File: config.mk
export PLATFORM = sky130hd
export DESIGN_NAME = quadrature_detent_scroll_cursor_flat
export DESIGN_NICKNAME = d
export VERILOG_FILES = /design/src/rtl/core/qdsc_pkg.sv /design/src/rtl/core/qdsc_if.sv /design/src/rtl/core/quadrature_detent_scroll_cursor.sv /design/src/rtl/core/qdsc_quad.sv /design/src/flat_wrapper.sv
export SDC_FILE = /design/constraint.sdc
export NUM_CORES = 1
export LEC_CHECK = 0
export CORE_MARGIN = 1.5
export CORE_UTILIZATION = 65
export DETAILED_ROUTE_END_ITERATION = 10
export DONT_BUFFER_PORTS = 1
export HOLD_SLACK_MARGIN = 0.15
export MAX_ROUTING_LAYER = met4
export PLACE_DENSITY_LB_ADDON = 0.25
export SLEW_MARGIN = 20
export SYNTH_ARGS = -nofsm -noshare
export SYNTH_HDL_FRONTEND = slang
export SYNTH_SLANG_ARGS = --single-unit
File: constraint.sdc
create_clock -name clk -period 6.8 [get_ports clk]
set_input_delay 1.36 -clock clk [delete_from_list [all_inputs] [get_ports clk]]
set_output_delay 1.36 -clock clk [all_outputs]
set_load 0.005 [all_outputs]
File: src/rtl/core/qdsc_pkg.sv
`timescale 1ns / 1ps

package qdsc_pkg;

	// cursor row width
	localparam int ROW_BITS = 10;
	localparam logic [ROW_BITS-1:0] ROW_LIMIT = {ROW_BITS{1'b1}};

	// field widths
	localparam int FUNC_W  = 2;
	localparam int STEP_W  = 8;
	localparam int GAIN_W  = 4;
	localparam int ROWS_W  = 11;
	localparam int CIDX_W  = 1;
	localparam int PROD_W  = STEP_W + GAIN_W + 1;
	localparam int SUM_W   = ((ROW_BITS + 1 > PROD_W) ? ROW_BITS + 1 : PROD_W) + 1;
	localparam int CMP_W   = (SUM_W > ROWS_W) ? SUM_W : ROWS_W;

	// pending count limits
	localparam logic signed [STEP_W-1:0] STEP_MAX = STEP_W'(127);
	localparam logic signed [STEP_W-1:0] STEP_MIN = -STEP_W'(127);

	// item function codes
	typedef enum logic [FUNC_W-1:0] {
		FUNC_SAMPLE = 2'd0,
		FUNC_CLICK  = 2'd1,
		FUNC_POLL   = 2'd2,
		FUNC_NONE   = 2'd3
	} func_t;

	// configuration register indexes
	localparam logic [CIDX_W-1:0] REG_STEP_GAIN   = 1'b0;
	localparam logic [CIDX_W-1:0] REG_SCREEN_ROWS = 1'b1;

	localparam logic [GAIN_W-1:0] GAIN_RESET = GAIN_W'(1);
	localparam logic [ROWS_W-1:0] ROWS_RESET = ROWS_W'(480);

	// decoder table entry: [5:4] direction, [2:0] next state
	localparam logic [1:0] DIR_NONE = 2'b00;
	localparam logic [1:0] DIR_CW   = 2'b01;
	localparam logic [1:0] DIR_CCW  = 2'b10;

	localparam logic [5:0] QUAD_TABLE [0:7][0:3] = '{
		'{6'h00, 6'h02, 6'h04, 6'h00},
		'{6'h03, 6'h00, 6'h01, 6'h10},
		'{6'h03, 6'h02, 6'h00, 6'h00},
		'{6'h03, 6'h02, 6'h01, 6'h00},
		'{6'h06, 6'h00, 6'h04, 6'h00},
		'{6'h06, 6'h05, 6'h00, 6'h20},
		'{6'h06, 6'h05, 6'h04, 6'h00},
		'{6'h00, 6'h02, 6'h04, 6'h00}
	};

	// control from top level to the detent counter
	typedef struct packed {
		logic sample;
		logic poll;
		logic pin_a;
		logic pin_b;
	} quad_ctl_t;

endpackage

File: src/rtl/core/qdsc_if.sv
`timescale 1ns / 1ps

// input item channel
interface qdsc_in_if;
	logic                        valid;
	logic                        ready;
	logic [qdsc_pkg::FUNC_W-1:0] func;
	logic                        pin_a;
	logic                        pin_b;

	modport source (output valid, output func, output pin_a, output pin_b, input ready);
	modport sink   (input valid, input func, input pin_a, input pin_b, output ready);
endinterface

// result channel
interface qdsc_out_if;
	logic                                valid;
	logic                                ready;
	logic [qdsc_pkg::ROW_BITS-1:0]       cursor_y;
	logic signed [qdsc_pkg::STEP_W-1:0]  step_delta;
	logic                                was_clicked;
	logic                                moved;

	modport source (output valid, output cursor_y, output step_delta, output was_clicked,
		output moved, input ready);
	modport sink   (input valid, input cursor_y, input step_delta, input was_clicked,
		input moved, output ready);
endinterface

// configuration write channel
interface qdsc_cfg_if;
	logic                        valid;
	logic                        ready;
	logic [qdsc_pkg::CIDX_W-1:0] index;
	logic [qdsc_pkg::ROWS_W-1:0] data;

	modport source (output valid, output index, output data, input ready);
	modport sink   (input valid, input index, input data, output ready);
endinterface

File: src/rtl/core/quadrature_detent_scroll_cursor.sv
`timescale 1ns / 1ps
// a poll beat's result is registered and shows in the cycle after the beat is accepted
// throughput: one input beat per cycle; sample and click beats give no result
// the input stalls only while a result is held and its sink is not ready
// arst_n clears decoder state, pending count, click flag, cursor row and result valid,
// and sets step_gain to 1 and screen_rows to 480

module quadrature_detent_scroll_cursor (
	input  logic             clk,
	input  logic             arst_n,
	qdsc_in_if.sink          item,
	qdsc_out_if.source       result,
	qdsc_cfg_if.sink         cfg
);

	logic [qdsc_pkg::GAIN_W-1:0]         step_gain_q;
	logic [qdsc_pkg::ROWS_W-1:0]         screen_rows_q;
	logic                                click_q;
	logic [qdsc_pkg::ROW_BITS-1:0]       cursor_row_q;
	logic                                out_valid_q;
	logic [qdsc_pkg::ROW_BITS-1:0]       cursor_y_q;
	logic signed [qdsc_pkg::STEP_W-1:0]  step_delta_q;
	logic                                was_clicked_q;
	logic                                moved_q;

	logic                                accept;
	qdsc_pkg::quad_ctl_t                 ctl;
	logic signed [qdsc_pkg::STEP_W-1:0]  pending;
	logic signed [qdsc_pkg::PROD_W-1:0]  prod;
	logic signed [qdsc_pkg::SUM_W-1:0]   row_sum;
	logic [qdsc_pkg::ROWS_W-1:0]         rows_top;
	logic [qdsc_pkg::CMP_W-1:0]          top_ext;
	logic [qdsc_pkg::CMP_W-1:0]          top;
	logic [qdsc_pkg::ROW_BITS-1:0]       row_next;

	// handshakes
	assign item.ready = !out_valid_q || result.ready;
	assign cfg.ready  = 1'b1;
	assign accept     = item.valid && item.ready;

	always_comb begin
		ctl.sample = accept && (item.func == qdsc_pkg::FUNC_SAMPLE);
		ctl.poll   = accept && (item.func == qdsc_pkg::FUNC_POLL);
		ctl.pin_a  = item.pin_a;
		ctl.pin_b  = item.pin_b;
	end

	qdsc_quad u_quad (
		.clk     (clk),
		.arst_n  (arst_n),
		.ctl     (ctl),
		.pending (pending)
	);

	// cursor move and clamp
	always_comb begin
		prod     = qdsc_pkg::PROD_W'(pending) * $signed({1'b0, step_gain_q});
		row_sum  = $signed(qdsc_pkg::SUM_W'(cursor_row_q)) + qdsc_pkg::SUM_W'(prod);
		rows_top = (screen_rows_q == '0) ? '0 : screen_rows_q - qdsc_pkg::ROWS_W'(1);
		top_ext  = qdsc_pkg::CMP_W'(rows_top);
		top      = (top_ext > qdsc_pkg::CMP_W'(qdsc_pkg::ROW_LIMIT))
			? qdsc_pkg::CMP_W'(qdsc_pkg::ROW_LIMIT) : top_ext;
		if (row_sum < 0) begin
			row_next = '0;
		end else if (qdsc_pkg::CMP_W'(row_sum) > top) begin
			row_next = top[qdsc_pkg::ROW_BITS-1:0];
		end else begin
			row_next = row_sum[qdsc_pkg::ROW_BITS-1:0];
		end
	end

	// configuration registers
	always_ff @(posedge clk or negedge arst_n) begin
		if (!arst_n) begin
			step_gain_q   <= qdsc_pkg::GAIN_RESET;
			screen_rows_q <= qdsc_pkg::ROWS_RESET;
		end else if (cfg.valid) begin
			case (cfg.index)
				qdsc_pkg::REG_STEP_GAIN:   step_gain_q   <= cfg.data[qdsc_pkg::GAIN_W-1:0];
				qdsc_pkg::REG_SCREEN_ROWS: screen_rows_q <= cfg.data;
				default: ;
			endcase
		end
	end

	// click flag and cursor row
	always_ff @(posedge clk or negedge arst_n) begin
		if (!arst_n) begin
			click_q      <= 1'b0;
			cursor_row_q <= '0;
		end else if (accept && item.func == qdsc_pkg::FUNC_CLICK) begin
			click_q <= 1'b1;
		end else if (ctl.poll) begin
			click_q      <= 1'b0;
			cursor_row_q <= row_next;
		end
	end

	// result register
	always_ff @(posedge clk or negedge arst_n) begin
		if (!arst_n) begin
			out_valid_q <= 1'b0;
		end else if (ctl.poll) begin
			out_valid_q <= 1'b1;
		end else if (result.ready) begin
			out_valid_q <= 1'b0;
		end
	end

	always_ff @(posedge clk) begin
		if (ctl.poll) begin
			cursor_y_q    <= row_next;
			step_delta_q  <= pending;
			was_clicked_q <= click_q;
			moved_q       <= (pending != '0);
		end
	end

	assign result.valid       = out_valid_q;
	assign result.cursor_y    = cursor_y_q;
	assign result.step_delta  = step_delta_q;
	assign result.was_clicked = was_clicked_q;
	assign result.moved       = moved_q;

endmodule

File: src/rtl/core/qdsc_quad.sv
`timescale 1ns / 1ps

module qdsc_quad (
	input  logic                              clk,
	input  logic                              arst_n,
	input  qdsc_pkg::quad_ctl_t               ctl,
	output logic signed [qdsc_pkg::STEP_W-1:0] pending
);

	logic [2:0]                         quad_state_q;
	logic signed [qdsc_pkg::STEP_W-1:0] pending_q;
	logic [5:0]                         entry;
	logic [1:0]                         dir;

	// table walk on packed pins
	always_comb begin
		entry = qdsc_pkg::QUAD_TABLE[quad_state_q][{ctl.pin_b, ctl.pin_a}];
		dir   = entry[5:4];
	end

	// machine state and saturating detent count
	always_ff @(posedge clk or negedge arst_n) begin
		if (!arst_n) begin
			quad_state_q <= 3'd0;
			pending_q    <= '0;
		end else if (ctl.sample) begin
			quad_state_q <= entry[2:0];
			if (dir == qdsc_pkg::DIR_CW && pending_q != qdsc_pkg::STEP_MAX) begin
				pending_q <= pending_q + qdsc_pkg::STEP_W'(1);
			end else if (dir == qdsc_pkg::DIR_CCW && pending_q != qdsc_pkg::STEP_MIN) begin
				pending_q <= pending_q - qdsc_pkg::STEP_W'(1);
			end
		end else if (ctl.poll) begin
			pending_q <= '0;
		end
	end

	assign pending = pending_q;

endmodule

File: src/flat_wrapper.sv
// flat-port wrapper written by rule: the top's interface ports become plain ports
module quadrature_detent_scroll_cursor_flat 
  (clk, arst_n, item_valid, item_func, item_pin_a, item_pin_b, item_ready, result_valid, result_cursor_y, result_step_delta, result_was_clicked, result_moved, result_ready, cfg_valid, cfg_index, cfg_data, cfg_ready);
  qdsc_in_if item_i ();
  qdsc_out_if result_i ();
  qdsc_cfg_if cfg_i ();
  input  logic clk;
  input  logic arst_n;
  input wire logic [$bits(item_i.valid)-1:0] item_valid;
  input wire logic [$bits(item_i.func)-1:0] item_func;
  input wire logic [$bits(item_i.pin_a)-1:0] item_pin_a;
  input wire logic [$bits(item_i.pin_b)-1:0] item_pin_b;
  output wire logic [$bits(item_i.ready)-1:0] item_ready;
  output wire logic [$bits(result_i.valid)-1:0] result_valid;
  output wire logic [$bits(result_i.cursor_y)-1:0] result_cursor_y;
  output wire logic [$bits(result_i.step_delta)-1:0] result_step_delta;
  output wire logic [$bits(result_i.was_clicked)-1:0] result_was_clicked;
  output wire logic [$bits(result_i.moved)-1:0] result_moved;
  input wire logic [$bits(result_i.ready)-1:0] result_ready;
  input wire logic [$bits(cfg_i.valid)-1:0] cfg_valid;
  input wire logic [$bits(cfg_i.index)-1:0] cfg_index;
  input wire logic [$bits(cfg_i.data)-1:0] cfg_data;
  output wire logic [$bits(cfg_i.ready)-1:0] cfg_ready;
  assign item_i.valid = item_valid;
  assign item_i.func = item_func;
  assign item_i.pin_a = item_pin_a;
  assign item_i.pin_b = item_pin_b;
  assign item_ready = item_i.ready;
  assign result_valid = result_i.valid;
  assign result_cursor_y = result_i.cursor_y;
  assign result_step_delta = result_i.step_delta;
  assign result_was_clicked = result_i.was_clicked;
  assign result_moved = result_i.moved;
  assign result_i.ready = result_ready;
  assign cfg_i.valid = cfg_valid;
  assign cfg_i.index = cfg_index;
  assign cfg_i.data = cfg_data;
  assign cfg_ready = cfg_i.ready;
  quadrature_detent_scroll_cursor u_core (.clk(clk), .arst_n(arst_n), .item(item_i), .result(result_i), .cfg(cfg_i));
endmodule
==> impl_summary.log <==
[metrics] status: complete, no violations
[metrics] Clock Root Buffer: clkbuf_8
[metrics] total of cells resized after clock tree synthesis: 0
[metrics] total wire length: between 10000 and 15000 um
[metrics] chip height: around 90 um
[metrics] worst slew slack as a fraction of its limit: a little over two fifths
[metrics] total half-perimeter wirelength after legalization and detailed placement: between 7000 and 8000 um
[metrics] most used standard cell by instance count after synthesis: inv_1
[metrics] fraction of layout cells with a size suffix above 1: roughly a tenth
[metrics] maximum number of pins on one net before global-route repair: 39
[metrics] Max Buffers Root-to-Sink: 2
[metrics] global router's overall resource usage: between 20 and 30%
[metrics] commonest register cell after synthesis: dfrtp_1
[metrics] Highest Clock Rate: between 0.15 and 0.2 GHz
[metrics] category of the most critical setup path: register to register
[metrics] shortest clock period the worst path allows after layout: about 5.8 ns
[metrics] final-stage net count: 599
[metrics] number of nets still failing antenna checks after routing: 0
[metrics] Yosys warnings: 0
[metrics] required time at the endpoint of the critical path: about 6.9 ns
[metrics] max-capacitance violation count: 0
[metrics] count of final setup violators: 0
[metrics] die width: around 90 um
[metrics] Arrival @ worst endpoint: a little under 6 ns
[metrics] unrepaired setup endpoints after global routing: no
[metrics] Post-Route Skew: around 0.0062 ns
[metrics] kind of start point of the critical path: register
[metrics] Area growth syn-to-layout: 5.974%
[metrics] hold-fix buffer count after cts: 0
[metrics] most congested layer reported by global routing: met2
[metrics] leftover overflow at the end of global routing: 0
[metrics] core area: slightly above 0.007 sq mm
[metrics] biggest area contributors in the synthesized netlist: dfrtp_1, edfxtp_1, ha_1, fa_1, inv_1
[metrics] clock tree from TritonCTS: built
[metrics] setup TNS: 0 ns
[metrics] weighted congestion at the end of routability-driven global placement: 0.9873
[metrics] first-pass iteration count of the detailed router: 5
[metrics] Antenna Diode Count: 0
[metrics] global-route track usage on met2: ~45%
[metrics] H-tree depth reported by CTS: 3
[metrics] Yosys top cell area share: around 17%
[metrics] Hold Fails Final Rpt: 0
[metrics] met3 Resource Use GR: around 3.0%
[metrics] DRC errors left: 0
[metrics] die outline area: ~0.008 sq mm
[metrics] path type of the worst min-delay path: register to register
[metrics] register bit count reported by yosys: 58
[metrics] filler cell count in the final layout: ~560
[metrics] via count: about 3600
[metrics] effective utilization at floorplan: around two thirds
[metrics] sequential fraction of the synthesis area: 31.92%
[metrics] average detailed-routed wire length per instance: roughly 17 um
[metrics] top cells by instance count after synthesis: inv_1, ha_1, nand2_1
[metrics] cell count after synthesis: between 500 and 600
[metrics] Worst-Skew Late Latency: around 0.35 ns
[metrics] ratio of final minimum period to clock period: 85.82%
[metrics] M1 GR Usage: approximately a third
[metrics] cell row count: 31
[metrics] Post-synth ARST share: roughly 66%
[metrics] initial antenna violation count: 0
[metrics] detail-routed via count per cell: roughly 6
[metrics] CP max FO: 9
[metrics] cts bufs inserted: 9
[metrics] synthesized cell area: around 0.005 sq mm
[metrics] number of slew-limit violations in the final report: 0
[metrics] clk slew on worst S/H paths: 0.07 ns
[metrics] count of clock tree sinks: 58
[metrics] cell taking the most area after synthesis: dfrtp_1
[metrics] first-pass GRT wire length: approximately 16000 um
[metrics] Avg Cell Area, Syn: between 9 and 10 sq um
[metrics] endpoint type of the worst setup path: register
[metrics] Post-synth EDFFs: 20
[metrics] number of global-route vias before repair: 3464
[metrics] slew at the pin closest to its max-slew limit: between 0.8 and 0.9 ns
[metrics] violation count after the first detailed-route iteration: 174
[metrics] IO buf count: 0
[metrics] Post-CTS Setup Inserts: 0
[metrics] count of pins on the block boundary: between 40 and 50
[metrics] Cell variety after synth: 67
## metrics by stage
| step | worst slack (ns) | instances | hold slack, ns | instance area (sq um) | utilization (%) |
|---|---|---|---|---|---|
| final | 0.9644 | 606 | 0.4831 | 5171 | 71.30 |
| after global routing | 0.5943 | 606 | 0.5132 | 5171 | 71.30 |
| after CTS | 0.9759 | 606 | 0.4858 | 5171 | 71.30 |
| after detailed placement | 1.117 | 590 | 0.4709 | 4952 | 68.28 |
| after global placement | 1.274 | 590 | 0.4647 | 4952 | 68.28 |
| after floorplan | 1.380 | 504 | 0.4231 | 4883 | - |
## per-layer routing
| metal | up-vias | routed length [um] |
|---|---|---|
| li1 | 1709 | - |
| met1 | 1772 | 4429 |
| met2 | 92 | 4996 |
| met3 | 15 | 457 |
| met4 | 0 | 181 |
| met5 | - | 0 |
## cells in the final DEF (no fill, tap or decap), drive strengths merged, types with 3 or more instances in the layout
| cell | instances |
|---|---|
| o22ai | 8 |
| and3 | 3 |
| nor4 | 4 |
| and2 | 19 |
| xor2 | 8 |
| nand4 | 3 |
| a31oi | 4 |
| o31ai | 10 |
| nand2b | 7 |
| nand2 | 44 |
| nand3 | 6 |
| or4 | 5 |
| nor2 | 27 |
| a21oi | 19 |
| mux2 | 17 |
| xnor2 | 9 |
| ha | 48 |
| mux2i | 10 |
| nor2b | 5 |
| fa | 28 |
| clkbuf | 11 |
| edfxtp | 20 |
| a21o | 9 |
| o21ai | 20 |
| clkinv | 3 |
| dfstp | 5 |
| dfrtp | 33 |
| inv | 79 |
| nor3 | 8 |
## path summary, 6_finish.rpt
kind	start	endpoint	slack, ns	cells after the start
setup / recovery	u_core.step_gain_q[0]$_DFFE_PN1P_	u_core.result.cursor_y[0]$_DFFE_PP_	0.96	19
hold / removal	u_core.cursor_row_q[4]$_DFFE_PN0P_	u_core.cursor_row_q[4]$_DFFE_PN0P_	0.48	2
setup reg to reg	u_core.step_gain_q[0]$_DFFE_PN1P_	u_core.result.cursor_y[0]$_DFFE_PP_	0.96	19
hold reg to reg	u_core.cursor_row_q[4]$_DFFE_PN0P_	u_core.cursor_row_q[4]$_DFFE_PN0P_	0.48	2
max in group asynchronous	arst_n	u_core.step_gain_q[0]$_DFFE_PN1P_	5.92	0
min in group asynchronous	arst_n	u_core.screen_rows_q[9]$_DFFE_PN0P_	0.70	0
## logic make-up (layout without fill, tap and decap cells)
| group | count (synthesis) | in the layout | share of synthesized area, % |
|---|---|---|---|
| other | 1 | 2 | 0.07685 |
| AND/OR/NAND/NOR | 137 | 137 | 14.59 |
| flip-flops | 58 | 58 | 31.92 |
| adder cells (fa/ha/maj) | 76 | 76 | 23.80 |
| XOR/XNOR | 17 | 17 | 3.051 |
| buffers and inverters | 95 | 98 | 7.590 |
| multiplexers | 27 | 27 | 5.974 |
| AO/OA/AOI/OAI | 92 | 92 | 13.00 |
## cell type report
cell class              count  area [sq um]  area share [%]
clock inverters             5         77.57           1.500
repair buffers              2         15.01          0.2903
well taps                  99         123.9           2.395
clock buffers              11         141.4           2.734
multi-input cells         351          2955           57.15
flip-flops and latches     58          1558           30.12
inverters                  80         300.3           5.807
## critical path, cell delays in order (launching register included)
cell and delay (ns):
dfstp_2 0.62, nand2_1 0.09, fa_1 0.52, fa_1 0.45, fa_1 0.54, inv_1 0.04
ha_1 0.33, a21oi_1 0.22, nand2_1 0.13, a31oi_1 0.25, o21ai_0 0.17, xnor2_1 0.23
ha_1 0.28, and3_1 0.18, a221oi_1 0.39, o2111ai_1 0.22, a22oi_2 0.25, nand2_2 0.23
mux2i_1 0.31, nor2_1 0.08
## flip-flops by register name, indices dropped and copies added, names as in the netlist
signal	count
u_core.screen_rows_q	11
u_core.result.was_clicked	1
u_core.result.valid	1
u_core.u_quad.quad_state_q	3
u_core.result.step_delta	8
u_core.click_q	1
u_core.u_quad.pending	8
u_core.step_gain_q	4
u_core.result.cursor_y	10
u_core.cursor_row_q	10
u_core.result.moved	1
Power is not shown: default switching activity piles up to over one toggle a cycle in this logic, so the estimate is an artifact.
